$ cat config.mk
export PLATFORM = sky130hd
export DESIGN_NAME = cursor_wall_guard_flat
export DESIGN_NICKNAME = d
export VERILOG_FILES = /design/src/hw/rtl/cwg_pkg.sv /design/src/hw/rtl/cwg_in_if.sv /design/src/hw/rtl/cwg_out_if.sv /design/src/hw/rtl/cwg_step.sv /design/src/hw/rtl/cursor_wall_guard.sv /design/src/flat_wrapper.sv
export VERILOG_INCLUDE_DIRS = /design/src /design/src/hw/rtl
export SDC_FILE = /design/constraint.sdc
export NUM_CORES = 1
export LEC_CHECK = 0
export ABC_AREA = 1
export BUFFER_PORTS_ARGS = -buffer_cell sky130_fd_sc_hd__buf_2
export CAP_MARGIN = 40
export CORE_UTILIZATION = 41
export DETAILED_ROUTE_END_ITERATION = 10
export GPL_ROUTABILITY_DRIVEN = 0
export PLACE_DENSITY_LB_ADDON = 0.2
export SLEW_MARGIN = 25
export SYNTH_ARGS = -nofsm -noshare
export SYNTH_HDL_FRONTEND = slang
export SYNTH_SLANG_ARGS = --single-unit
$ cat constraint.sdc
create_clock -name clk -period 7.6 [get_ports clk]
set_clock_uncertainty 0.2 [all_clocks]
set_input_delay 0.76 -clock clk [delete_from_list [all_inputs] [get_ports clk]]
set_output_delay 0.76 -clock clk [all_outputs]
set_load 0.05 [all_outputs]
$ cat src/hw/rtl/cursor_wall_guard_macros.svh
// Shared assertion macros for the wall guard.
`ifndef CURSOR_WALL_GUARD_MACROS_SVH
`define CURSOR_WALL_GUARD_MACROS_SVH

// Same-cycle implication, checked outside reset.
`define CWG_ASSERT_IMPLY(label, clk, rst_n, ante, cons) \
	label: assert property (@(posedge clk) disable iff (!rst_n) (ante) |-> (cons)) \
		else $error("cwg: same-cycle check failed");

// Next-cycle implication, checked outside reset.
`define CWG_ASSERT_NEXT(label, clk, rst_n, ante, cons) \
	label: assert property (@(posedge clk) disable iff (!rst_n) (ante) |=> (cons)) \
		else $error("cwg: next-cycle check failed");

`endif

$ cat src/hw/rtl/cwg_pkg.sv
package cwg_pkg;

	// Operation codes of an input item.
	localparam logic [2:0] OP_FOCUS  = 3'd0;
	localparam logic [2:0] OP_BUTTON = 3'd1;
	localparam logic [2:0] OP_HMOVE  = 3'd2;
	localparam logic [2:0] OP_REPORT = 3'd3;
	localparam logic [2:0] OP_OTHER  = 3'd4;

	// Configuration register indexes.
	localparam logic [1:0] CFG_WALL_X         = 2'd0;
	localparam logic [1:0] CFG_GRAB_ZONE      = 2'd1;
	localparam logic [1:0] CFG_RELEASE_MARGIN = 2'd2;

	// Mode codes as reported on the result channel.
	localparam logic [1:0] MODE_CODE_IDLE  = 2'd0;
	localparam logic [1:0] MODE_CODE_WATCH = 2'd1;
	localparam logic [1:0] MODE_CODE_GUARD = 2'd2;

	localparam int FALLBACK_OFFSET  = 500;
	localparam int UNKNOWN_X        = 9999;
	localparam int BUTTON_MAX       = 255;
	localparam int GRAB_ZONE_RST    = 300;
	localparam int REL_MARGIN_RST   = 200;

	typedef enum logic [2:0] {
		MODE_IDLE  = 3'b001,
		MODE_WATCH = 3'b010,
		MODE_GUARD = 3'b100
	} cwg_mode_t;

	typedef struct packed {
		cwg_mode_t   mode;
		logic [7:0]  held;
	} cwg_ctrl_t;

	typedef struct packed {
		logic [1:0]         mode;
		logic               grabbed;
		logic               dropped;
		logic signed [15:0] passed_delta;
		logic signed [15:0] cursor_estimate;
	} cwg_result_t;

	function automatic logic [1:0] mode_code(input cwg_mode_t m);
		logic [1:0] c;
		unique case (m)
			MODE_IDLE:  c = MODE_CODE_IDLE;
			MODE_WATCH: c = MODE_CODE_WATCH;
			MODE_GUARD: c = MODE_CODE_GUARD;
			default:    c = MODE_CODE_IDLE;
		endcase
		return c;
	endfunction

endpackage

$ cat src/hw/rtl/cwg_in_if.sv
interface cwg_in_if;
	logic               valid;
	logic               ready;
	logic [2:0]         operation;
	logic               focus_matched;
	logic               pressed;
	logic signed [15:0] amount;

	modport source (output valid, operation, focus_matched, pressed, amount, input ready);
	modport sink   (input valid, operation, focus_matched, pressed, amount, output ready);
endinterface

$ cat src/hw/rtl/cwg_out_if.sv
interface cwg_out_if;
	logic               valid;
	logic               ready;
	logic [1:0]         mode;
	logic               grabbed;
	logic               dropped;
	logic signed [15:0] passed_delta;
	logic signed [15:0] cursor_estimate;

	modport source (output valid, mode, grabbed, dropped, passed_delta, cursor_estimate,
		input ready);
	modport sink   (input valid, mode, grabbed, dropped, passed_delta, cursor_estimate,
		output ready);
endinterface

$ cat src/hw/rtl/cwg_step.sv
module cwg_step
	import cwg_pkg::*;
#(
	parameter int COORD_BITS = 16
) (
	input  cwg_ctrl_t                      ctrl,
	input  logic signed [COORD_BITS-1:0]   tracked,
	input  logic signed [15:0]             wall_x,
	input  logic [11:0]                    grab_zone,
	input  logic [11:0]                    release_margin,
	input  logic [2:0]                     operation,
	input  logic                           focus_matched,
	input  logic                           pressed,
	input  logic signed [15:0]             amount,
	output cwg_ctrl_t                      ctrl_nxt,
	output logic signed [COORD_BITS-1:0]   tracked_nxt,
	output cwg_result_t                    result
);

	localparam int CW = (COORD_BITS > 16) ? COORD_BITS : 16;
	localparam int W  = CW + 2;
	localparam logic signed [W-1:0] HI =
		{{(W-COORD_BITS+1){1'b0}}, {(COORD_BITS-1){1'b1}}};
	localparam logic signed [W-1:0] LO = ~HI;
	localparam logic signed [W-1:0] OFFSET_W  = W'(FALLBACK_OFFSET);
	localparam logic signed [W-1:0] UNKNOWN_W = W'(UNKNOWN_X);

	function automatic logic signed [COORD_BITS-1:0] sat_coord(input logic signed [W-1:0] v);
		logic signed [COORD_BITS-1:0] r;
		if (v > HI)
			r = HI[COORD_BITS-1:0];
		else if (v < LO)
			r = LO[COORD_BITS-1:0];
		else
			r = v[COORD_BITS-1:0];
		return r;
	endfunction

	logic signed [W-1:0] amt_w, wall_w, trk_w, zone_w, margin_w, space_w, delta_w;
	logic signed [W-1:0] grab_lim_w, rel_lim_w, trk_nxt_w;
	logic                known_op;
	logic                dropped;
	logic signed [15:0]  passed;
	cwg_ctrl_t           c;
	logic signed [COORD_BITS-1:0] t;

	assign amt_w      = W'(amount);
	assign wall_w     = W'(wall_x);
	assign trk_w      = W'(tracked);
	assign zone_w     = W'(grab_zone);
	assign margin_w   = W'(release_margin);
	assign space_w    = trk_w - wall_w;
	assign delta_w    = (amt_w < -space_w) ? -space_w : amt_w;
	assign grab_lim_w = wall_w + zone_w;
	assign rel_lim_w  = grab_lim_w + margin_w;

	always_comb begin
		c        = ctrl;
		t        = tracked;
		dropped  = 1'b0;
		passed   = '0;
		known_op = 1'b1;
		unique case (operation)
			OP_FOCUS: begin
				if (!focus_matched) begin
					c.mode = MODE_IDLE;
				end else if (ctrl.mode == MODE_IDLE) begin
					if (!amount[15])
						t = sat_coord(amt_w);
					else if (!wall_x[15])
						t = sat_coord(wall_w + OFFSET_W);
					else
						t = sat_coord(UNKNOWN_W);
					c.mode = MODE_WATCH;
				end
			end
			OP_BUTTON: begin
				if (ctrl.mode != MODE_IDLE) begin
					if (pressed) begin
						if (ctrl.held != 8'(BUTTON_MAX))
							c.held = ctrl.held + 8'd1;
					end else if (ctrl.held != 8'd0) begin
						c.held = ctrl.held - 8'd1;
					end
				end
			end
			OP_HMOVE: begin
				if (ctrl.mode == MODE_GUARD) begin
					if (amount[15]) begin
						if (trk_w <= wall_w) begin
							dropped = 1'b1;
						end else begin
							// clamp leftward motion to the space left before the wall
							passed = delta_w[15:0];
							t      = sat_coord(trk_w + delta_w);
						end
					end else begin
						passed = amount;
						t      = sat_coord(trk_w + amt_w);
					end
				end
			end
			OP_REPORT: begin
				if (!amount[15]) begin
					if (ctrl.mode == MODE_WATCH && !wall_x[15]) begin
						t = sat_coord(amt_w);
						if (amt_w < grab_lim_w && ctrl.held == 8'd0)
							c.mode = MODE_GUARD;
					end else if (ctrl.mode == MODE_GUARD) begin
						t = sat_coord(amt_w);
					end
				end
			end
			OP_OTHER: begin
			end
			default: begin
				known_op = 1'b0;
			end
		endcase

		trk_nxt_w = W'(t);
		if (c.mode == MODE_GUARD && known_op && trk_nxt_w > rel_lim_w && c.held == 8'd0)
			c.mode = MODE_WATCH;
	end

	assign ctrl_nxt    = c;
	assign tracked_nxt = t;

	assign result.mode            = mode_code(c.mode);
	assign result.grabbed         = (c.mode == MODE_GUARD);
	assign result.dropped         = dropped;
	assign result.passed_delta    = passed;
	assign result.cursor_estimate = trk_nxt_w[15:0];

endmodule

$ cat src/hw/rtl/cursor_wall_guard.sv
// An item that transfers on events is registered in the input stage, then in the result stage,
// where it is valid on results. Throughput: one item per cycle while results is not stalled;
// the guard state loop closes through one short compare/add path.
// Reset (arst_n low, asynchronous): mode idle, no buttons held, tracked x 9999 (saturated to
// COORD_BITS), wall unknown (-1), grab zone 300, release margin 200, both stages empty.
`include "cursor_wall_guard_macros.svh"

module cursor_wall_guard
	import cwg_pkg::*;
#(
	parameter int COORD_BITS = 16
) (
	input  logic          clk,
	input  logic          arst_n,
	input  logic          cfg_we,
	input  logic [1:0]    cfg_index,
	input  logic [15:0]   cfg_wdata,
	cwg_in_if.sink        events,
	cwg_out_if.source     results
);

	localparam int CoordMax = (1 << (COORD_BITS - 1)) - 1;
	localparam int TrackRst = (UNKNOWN_X > CoordMax) ? CoordMax : UNKNOWN_X;

	// Configuration registers.
	logic signed [15:0] wall_x_q;
	logic [11:0]        grab_zone_q;
	logic [11:0]        release_margin_q;

	// Guard state: mode, held-button count and tracked cursor x.
	cwg_ctrl_t                    ctrl_q;
	logic signed [COORD_BITS-1:0] tracked_q;

	// Input stage.
	logic               valid_s1;
	logic [2:0]         operation_s1;
	logic               matched_s1;
	logic               pressed_s1;
	logic signed [15:0] amount_s1;

	// Result stage.
	logic               valid_s2;
	cwg_result_t        result_s2;

	cwg_ctrl_t                    ctrl_nxt;
	logic signed [COORD_BITS-1:0] tracked_nxt;
	cwg_result_t                  result_nxt;
	logic                         advance;

	// Move the input stage into the result stage whenever the result stage is empty or
	// being drained; the guard state commits on that same edge, so back-to-back items see
	// the state left by their predecessor.
	assign advance      = valid_s1 && (!valid_s2 || results.ready);
	assign events.ready = !valid_s1 || advance;

	always_ff @(posedge clk or negedge arst_n) begin
		if (!arst_n) begin
			wall_x_q         <= -16'sd1;
			grab_zone_q      <= 12'(GRAB_ZONE_RST);
			release_margin_q <= 12'(REL_MARGIN_RST);
		end else if (cfg_we) begin
			unique case (cfg_index)
				CFG_WALL_X:         wall_x_q         <= cfg_wdata;
				CFG_GRAB_ZONE:      grab_zone_q      <= cfg_wdata[11:0];
				CFG_RELEASE_MARGIN: release_margin_q <= cfg_wdata[11:0];
				default: begin
					// unmapped index: drop the write
				end
			endcase
		end
	end

	// Input stage: hold the item until the result stage can take it.
	always_ff @(posedge clk or negedge arst_n) begin
		if (!arst_n) begin
			valid_s1 <= 1'b0;
		end else if (events.ready) begin
			valid_s1 <= events.valid;
		end
	end

	always_ff @(posedge clk) begin
		if (events.valid && events.ready) begin
			operation_s1 <= events.operation;
			matched_s1   <= events.focus_matched;
			pressed_s1   <= events.pressed;
			amount_s1    <= events.amount;
		end
	end

	cwg_step #(
		.COORD_BITS (COORD_BITS)
	) u_step (
		.ctrl           (ctrl_q),
		.tracked        (tracked_q),
		.wall_x         (wall_x_q),
		.grab_zone      (grab_zone_q),
		.release_margin (release_margin_q),
		.operation      (operation_s1),
		.focus_matched  (matched_s1),
		.pressed        (pressed_s1),
		.amount         (amount_s1),
		.ctrl_nxt       (ctrl_nxt),
		.tracked_nxt    (tracked_nxt),
		.result         (result_nxt)
	);

	// Commit guard state only when the item actually advances.
	always_ff @(posedge clk or negedge arst_n) begin
		if (!arst_n) begin
			ctrl_q.mode <= MODE_IDLE;
			ctrl_q.held <= 8'd0;
			tracked_q   <= COORD_BITS'(TrackRst);
		end else if (advance) begin
			ctrl_q    <= ctrl_nxt;
			tracked_q <= tracked_nxt;
		end
	end

	// Result stage: hold a finished result until the consumer takes the transfer.
	always_ff @(posedge clk or negedge arst_n) begin
		if (!arst_n) begin
			valid_s2 <= 1'b0;
		end else if (advance) begin
			valid_s2 <= 1'b1;
		end else if (results.ready) begin
			valid_s2 <= 1'b0;
		end
	end

	always_ff @(posedge clk) begin
		if (advance) begin
			result_s2 <= result_nxt;
		end
	end

	assign results.valid           = valid_s2;
	assign results.mode            = result_s2.mode;
	assign results.grabbed         = result_s2.grabbed;
	assign results.dropped         = result_s2.dropped;
	assign results.passed_delta    = result_s2.passed_delta;
	assign results.cursor_estimate = result_s2.cursor_estimate;

	// A dropped motion happens only while guarding and never forwards any delta.
	`CWG_ASSERT_IMPLY(a_drop_guarded, clk, arst_n, results.valid && results.dropped,
		results.grabbed && results.passed_delta == 16'sd0)

	// Guard state moves only on an advancing item.
	`CWG_ASSERT_NEXT(a_state_hold, clk, arst_n, !advance, $stable(ctrl_q) && $stable(tracked_q))

	// Back-pressure on events only when both stages are full and results is stalled.
	`CWG_ASSERT_IMPLY(a_stall_cause, clk, arst_n, !events.ready,
		valid_s1 && valid_s2 && !results.ready)

endmodule
$ cat src/flat_wrapper.sv
// flat-port wrapper written by rule: the top's interface ports become plain ports
module cursor_wall_guard_flat import cwg_pkg::*;
#(
	parameter int COORD_BITS = 16
)
  (clk, arst_n, cfg_we, cfg_index, cfg_wdata, events_valid, events_operation, events_focus_matched, events_pressed, events_amount, events_ready, results_valid, results_mode, results_grabbed, results_dropped, results_passed_delta, results_cursor_estimate, results_ready);
  cwg_in_if events_i ();
  cwg_out_if results_i ();
  input  logic clk;
  input  logic arst_n;
  input  logic cfg_we;
  input  logic [1:0] cfg_index;
  input  logic [15:0] cfg_wdata;
  input wire logic [$bits(events_i.valid)-1:0] events_valid;
  input wire logic [$bits(events_i.operation)-1:0] events_operation;
  input wire logic [$bits(events_i.focus_matched)-1:0] events_focus_matched;
  input wire logic [$bits(events_i.pressed)-1:0] events_pressed;
  input wire logic [$bits(events_i.amount)-1:0] events_amount;
  output wire logic [$bits(events_i.ready)-1:0] events_ready;
  output wire logic [$bits(results_i.valid)-1:0] results_valid;
  output wire logic [$bits(results_i.mode)-1:0] results_mode;
  output wire logic [$bits(results_i.grabbed)-1:0] results_grabbed;
  output wire logic [$bits(results_i.dropped)-1:0] results_dropped;
  output wire logic [$bits(results_i.passed_delta)-1:0] results_passed_delta;
  output wire logic [$bits(results_i.cursor_estimate)-1:0] results_cursor_estimate;
  input wire logic [$bits(results_i.ready)-1:0] results_ready;
  assign events_i.valid = events_valid;
  assign events_i.operation = events_operation;
  assign events_i.focus_matched = events_focus_matched;
  assign events_i.pressed = events_pressed;
  assign events_i.amount = events_amount;
  assign events_ready = events_i.ready;
  assign results_valid = results_i.valid;
  assign results_mode = results_i.mode;
  assign results_grabbed = results_i.grabbed;
  assign results_dropped = results_i.dropped;
  assign results_passed_delta = results_i.passed_delta;
  assign results_cursor_estimate = results_i.cursor_estimate;
  assign results_i.ready = results_ready;
  cursor_wall_guard #(.COORD_BITS(COORD_BITS)) u_core (.clk(clk), .arst_n(arst_n), .cfg_we(cfg_we), .cfg_index(cfg_index), .cfg_wdata(cfg_wdata), .events(events_i), .results(results_i));
endmodule
==> results of run 1 <==
-- power breakdown --
part / leakage, uW / internal, uW / total (uW) / switching (uW)
Combinational: 0.00663 / 3260 / 7340 / 4090
Sequential: 0.00136 / 892 / 1050 / 161
Clock: 0.000294 / 515 / 866 / 352
-- how the worst max path moves through the flow --
stage	startpoint	end	slack [ns]	cells past startpoint
3_3_place_gp	u_core.tracked_q[0]	u_core.results.grabbed	-0.42	50
2_1_floorplan	u_core.tracked_q[0]	u_core.results.mode[0]	-0.11	60
4_1_cts	u_core.tracked_q[0]	u_core.tracked_q[11]	-0.25	57
3_5_place_dp	u_core.tracked_q[0]	u_core.results.mode[1]	-0.59	46
6_report	u_core.tracked_q[0]	u_core.tracked_q[2]	-0.68	58
5_1_grt	u_core.tracked_q[0]	u_core.results.mode[0]	-1.21	56
-- flip-flops by register name (all words and copies together), names as in the netlist, 2 cells and up --
name,flops
u_core.wall_x_q,16
u_core.results.cursor_estimate,16
u_core.results.mode,2
u_core.operation_s1,3
u_core.release_margin_q,12
u_core.results.passed_delta,16
u_core.tracked_q,16
u_core.ctrl_q,11
u_core.grab_zone_q,12
u_core.amount_s1,16
-- metal layers --
| metal | GRT usage | part of all wire |
|---|---|---|
| met1 | 0.388 | 0.43 |
| met2 | 0.468 | 0.44 |
| met3 | 0.0491 | 0.070 |
| met4 | 0.162 | 0.060 |
| met5 | 0 | 0 |
-- metrics by stage --
step / utilization / std cells
after floorplan: - / 1776
after global placement: 0.495 / 2405
after detailed placement: 0.498 / 2409
after CTS: 0.552 / 2506
after global routing: 0.561 / 2519
final: 0.561 / 2519
-- worst max-delay path, delay by kind of cell, from the launching register on --
| family | cells | cell delay (ns) |
|---|---|---|
| buffers and inverters | 19 | 2.29 |
| AO/OA/AOI/OAI | 6 | 0.74 |
| adder cells (fa/ha/maj) | 5 | 1.56 |
| XOR/XNOR | 2 | 0.30 |
| flip-flops | 1 | 0.53 |
| AND/OR/NAND/NOR | 26 | 2.64 |
-- cell families (layout without fill, tap and decap cells) --
| group | Yosys count | count (layout) | share of synthesized area |
|---|---|---|---|
| buffers and inverters | 253 | 605 | 0.0782 |
| AO/OA/AOI/OAI | 369 | 369 | 0.168 |
| adder cells (fa/ha/maj) | 136 | 136 | 0.140 |
| AND/OR/NAND/NOR | 812 | 813 | 0.277 |
| XOR/XNOR | 80 | 80 | 0.0575 |
| flip-flops | 126 | 126 | 0.280 |
-- final cells by class --
| type | instances | area (um^2) |
|---|---|---|
| Multi-Input combinational cell | 1398 | 8700 |
| Clock inverter | 11 | 131 |
| Sequential cell | 126 | 3480 |
| Tap cell | 390 | 488 |
| Fill cell | 2747 | 13000 |
| Timing Repair Buffer | 361 | 2600 |
| Clock buffer | 21 | 472 |
| Inverter | 212 | 803 |
-- repair_timing --
| item | 4_1_cts | 5_1_grt |
|---|---|---|
| endpoints found under the hold margin | 0 | 0 |
| resized for setup | 117 | 41 |
| gates cloned | 1 | 0 |
| endpoints found under the setup margin | 5 | 7 |
| pin swaps | 40 | 34 |
| buffers inserted | 67 | 11 |
-- cell usage in the layout, fill, tap and decap left out, types with 6 or more instances in the layout --
master / count
ha_1: 111
edfxtp_1: 57
o211ai_1: 13
o21ai_2: 14
nor2_2: 7
inv_1: 203
a21oi_1: 125
o21bai_1: 10
inv_2: 7
nand2_2: 45
nor3_1: 20
buf_4: 267
ha_4: 18
buf_2: 81
nand4_1: 15
buf_6: 8
a21boi_1: 6
o21ai_0: 121
nand3_1: 89
xnor2_1: 18
dfstp_2: 32
a21boi_2: 9
clkbuf_16: 18
nand3_2: 16
xor2_1: 55
a21oi_2: 12
nor2_1: 133
nand2_1: 456
dfrtp_1: 37
==> impl_metrics.csv, run 1 <==
group,metric,value,unit
status,status,"finished, violations left",
status,failed_checks,"setup timing",
cts,cts_made_buffers,17,
setup_path,worstSetupEndpointType,"flip-flop",
setup_path,rr_worst_depth,58,
grt,antenna_found_initial,0,
routing,vias_per_cell,5.44,
setup_path,r2r_setup_slack,-0.68,ns
power_and_ir_drop,power.total,9260,uW
grt,grt_max_degree,48,
timing,hold_viol,0,
cts,holdBufCountCts,0,
timing,finalHoldWorstSlack,0.136,ns
setup_path,worstPathRequired,7.76,ns
placed_design,place_ws,-0.589,ns
synth,synth_edf_count,57,
routing,drc,0,
routing,drt_iter0_drc,1325,
setup_path,critPathMaxFanout,7,
floorplan,start_util,0.419,
synth,avgSynthCellArea,7.00,um^2
grt,gr-usage-all-layers,0.297,
cells_and_area,diodes,0,
synth,synth_nets,1956,
floorplan,die_area,0.0310,mm^2
grt,grt_first_pass_wirelength,70000,um
timing,fin_tns_setup,-4.41,ns
routing,wl_per_cell,18.2,um
synth,synth_cells,1776,
placed_design,portBuffers,81,
floorplan,fp.dieW,176,um
routing,dr.pass1.iters,5,
synth,synth_area_leaders,"nand2_1 15%, edfxtp_1 14%, ha_1 13%, dfrtp_1 7.4%, dfstp_2 6.8%",
cts,cts_sinks,126,
cells_and_area,design_area,0.0167,mm^2
cells_and_area,area_growth,34.1,%
timing,drv_slew,0,
setup_path,worstSetupPathType,"flip-flop to flip-flop",
routing,via_count,13700,
synth,synth.distinct_cells,58,
cts,cts.htree.levels,4,
cts,path_clk_slew,0.07,ns
power_and_ir_drop,p_leak,0.00829,uW
cts,clock_latency,0.45,ns
setup_path,worst_ep_arrival_time,8.45,ns
synth,synthesis.area,0.0124,mm^2
cts,root_buffer,"clkbuf_16",
placed_design,dp.final_hpwl,34200,um
synth,synth_top_area_cell,"nand2_1",
setup_path,r2r_start,"u_core.tracked_q[0]",
timing,fin_crit,8.28,ns
synth,async_flop_share,0.548,
synth,ys_seq_elements,126,
timing,clock.fmax,121,MHz
synth,synth_warnings,0,
grt,grt_pass1_vias,12800,
min_path,hold_class,"primary input to asynchronous set/reset pin",
grt,grt.overflow.total,0,
setup_path,r2r_end,"u_core.tracked_q[2]",
floorplan,pin_count,82,
cells_and_area,drive_gt1_frac,0.279,
synth,synth.top_cells.by_count,"482 x nand2_1, 210 x inv_1, 141 x o21ai_0",
placed_design,dpl-instance-area,0.0148,mm^2
power_and_ir_drop,ir_worst_vdd,320,uV
synth,synthFlopType,"edfxtp_1",
floorplan,die_y,176,um
timing,fin_ws,-0.684,ns
cts,clockBufferDepth,2,
floorplan,design.core.area,0.0297,mm^2
power_and_ir_drop,power.density,555,mW/mm^2
timing,rsz0062_at_grt,"yes",
setup_path,path_common_cell,"buf_4",
synth,synth_top_area_frac,0.145,
synth,synth.most_common_cell,"nand2_1",
routing,wirelength,45900,um
timing,period_share,1.09,
synth,yosysSeqAreaShare,0.280,
cts,tritoncts,"done",
floorplan,placementRows,63,
timing,setup_viol_count_final,7,
timing,tightest_slew,0.940,ns
timing,slew-limit-headroom,0.371,
cells_and_area,nets,2296,
setup_path,cp_slowest_cell,"fa_2",
job,maxCapViolCount,0,
setup_path,cp_slowest_stage_delay,0.56,ns
setup_path,cp-start-kind,"flip-flop",
routing,ant_nets,0,
No activity file was read; power rests on OpenSTA's default activity.
==> run 2: changes to the inputs <==
--- a/config.mk
+++ b/config.mk
@@ -13,6 +13,7 @@
 export DETAILED_ROUTE_END_ITERATION = 10
 export GPL_ROUTABILITY_DRIVEN = 0
 export PLACE_DENSITY_LB_ADDON = 0.2
+export SETUP_SLACK_MARGIN = 0.4
 export SLEW_MARGIN = 25
 export SYNTH_ARGS = -nofsm -noshare
 export SYNTH_HDL_FRONTEND = slang
==> run 2 against run 1 <==
  * The run still ends with setup timing left
  * Critical path depth fell by 3
  * Sequential power barely moved
  * Final cell count fell by 1.5%
  * First-iteration DRC count fell by 3.3%
  * Die area did not move
  * Non-clock buffer count fell by 37
  * Global-route usage fell by 1.4 points
  * Fmax rose by 2.8%
  * Power fell by 5.5%
  * Critical endpoint is now u_core.results.mode[0]
==> impl_metrics.csv, run 2 (same netlist as run 1, synthesis figures left out) <==
group,metric,value,unit
status,status,"finished, violations left",
status,failed_checks,"setup timing",
cts,cts_made_buffers,17,
grt,grt.overflow.total,0,
setup_path,worstSetupEndpointType,"flip-flop",
cts,path_clk_slew,0.06,ns
placed_design,dp_cells,2414,
routing,ant_nets,0,
floorplan,die_y,176,um
floorplan,pin_count,82,
routing,vias_per_cell,5.37,
timing,clock.fmax,124,MHz
timing,slew-limit-headroom,0.463,
timing,fin_tns_setup,-1.97,ns
grt,grt_first_pass_wirelength,67200,um
setup_path,critical-path-top-delay-family,"simple AND/OR/NAND/NOR gates",
cells_and_area,most-common-layout-cells,"454 x nand2_1, 234 x buf_4, 205 x inv_1",
routing,drt_iter0_drc,1281,
cells_and_area,final_common_cell,"nand2_1",
routing,topRoutingLayerUsed,"met4",
cells_and_area,nets,2258,
timing,drv_slew,0,
timing,hold_viol,0,
grt,grt_max_degree,47,
timing,rsz0062_at_grt,"yes",
routing,drc,0,
power_and_ir_drop,power.density,543,mW/mm^2
power_and_ir_drop,p_leak,0.00808,uW
floorplan,die_area,0.0310,mm^2
cts,tritoncts,"done",
timing,setup_viol_count_final,5,
cts,cts.htree.levels,4,
grt,grt_pass1_vias,12500,
routing,route.met3.wl,3380,um
setup_path,critPathLaunch,"u_core.tracked_q[0]",
timing,fin_ws,-0.457,ns
routing,dr.pass1.iters,8,
floorplan,start_util,0.419,
floorplan,placementRows,63,
grt,gr-usage-all-layers,0.283,
routing,wl_met2,19900,um
timing,fin_crit,8.06,ns
timing,finalHoldWorstSlack,0.155,ns
floorplan,design.core.area,0.0297,mm^2
setup_path,cp-start-kind,"flip-flop",
routing,wl_met1,18700,um
timing,period_share,1.06,
min_path,hold_class,"primary input to asynchronous set/reset pin",
cts,root_buffer,"clkbuf_16",
grt,antenna_found_initial,1,
setup_path,worst_ep_arrival_time,8.05,ns
placed_design,portBuffers,81,
setup_path,critPathMaxFanout,19,
setup_path,crit_buf_inv,6,
cts,clock_latency,0.45,ns
floorplan,fp.dieW,176,um
timing,tightest_slew,0.803,ns
cells_and_area,diodes,0,
routing,wirelength,44000,um
job,maxCapViolCount,0,
power_and_ir_drop,ir_worst_vdd,335,uV
cells_and_area,area_growth,29.6,%
placed_design,dp.final_hpwl,33800,um
setup_path,worstPathRequired,7.60,ns
setup_path,cp_slowest_stage_delay,0.57,ns
routing,wl_per_cell,17.7,um
cts,clockBufferDepth,2,
routing,via_count,13300,
cts,cts_sinks,126,
setup_path,cp_slowest_cell,"fa_2",
cells_and_area,instances_no_fill,2481,
setup_path,r2r_start,"u_core.tracked_q[0]",
setup_path,worstSetupPathType,"flip-flop to flip-flop",
setup_path,path_common_cell,"nand2_1",
cells_and_area,drive_gt1_frac,0.255,
-- run 2: cell count changes in the layout (fill, tap and decap cells not counted), sizes merged --
cell	delta
buf	-36
clkbuf	-5
inv	+2
clkinv	+1
clkinvlp	+1
nand3	-1
-- run 2: metal layers --
metal / track usage / up-vias
li1: - / 6535
met1: 0.369 / 6133
met2: 0.452 / 521
met3: 0.0528 / 124
met4: 0.137 / 0
met5: 0 / -
-- run 2: timing repair --
action	4_1_cts	5_1_grt
hold buffers	0	0
pin swaps	36	46
cloned	0	0
resized for setup	57	64
buffers inserted	21	11
setup endpoints to repair	5	5
-- run 2: layout make-up --
type                            instances  area (um^2)
Clock buffer                           17          425
Fill cell                            2837        13600
Tap cell                              390          488
Sequential cell                       126         3480
Multi-Input combinational cell       1397         8460
Clock inverter                         15          161
Timing Repair Buffer                  324         2300
Inverter                              212          801
-- run 2: per-stage QoR --
stage                     cell area (um^2)   util  setup slack, ns  power [uW]
after floorplan                      12500      -           -0.110        4720
after global placement               14800  0.496           -0.588        6910
after detailed placement             14800  0.499           -0.679        6970
after CTS                            15700  0.530           -0.363        8250
after global routing                 16100  0.542           -0.908        9430
final                                16100  0.542           -0.457        8750
-- run 2: worst paths after layout --
path / endpoint / slack [ns] / depth (start not counted)
max in group asynchronous: u_core.wall_x_q[14] / 6.39 / 3
hold reg to reg: u_core.grab_zone_q[10] / 0.29 / 2
setup reg to reg: u_core.results.mode[0] / -0.46 / 55
min in group clk: u_core.amount_s1[9] / 0.29 / 1
hold / removal: u_core.ctrl_q[5] / 0.16 / 2
setup / recovery: u_core.results.mode[0] / -0.46 / 55
-- run 2: report_power, final --
group | total [uW] | switching [uW] | internal, uW
Combinational | 6850 | 3810 | 3040
Clock | 849 | 361 | 488
Sequential | 1050 | 157 | 892
Total | 8750 | 4330 | 4420
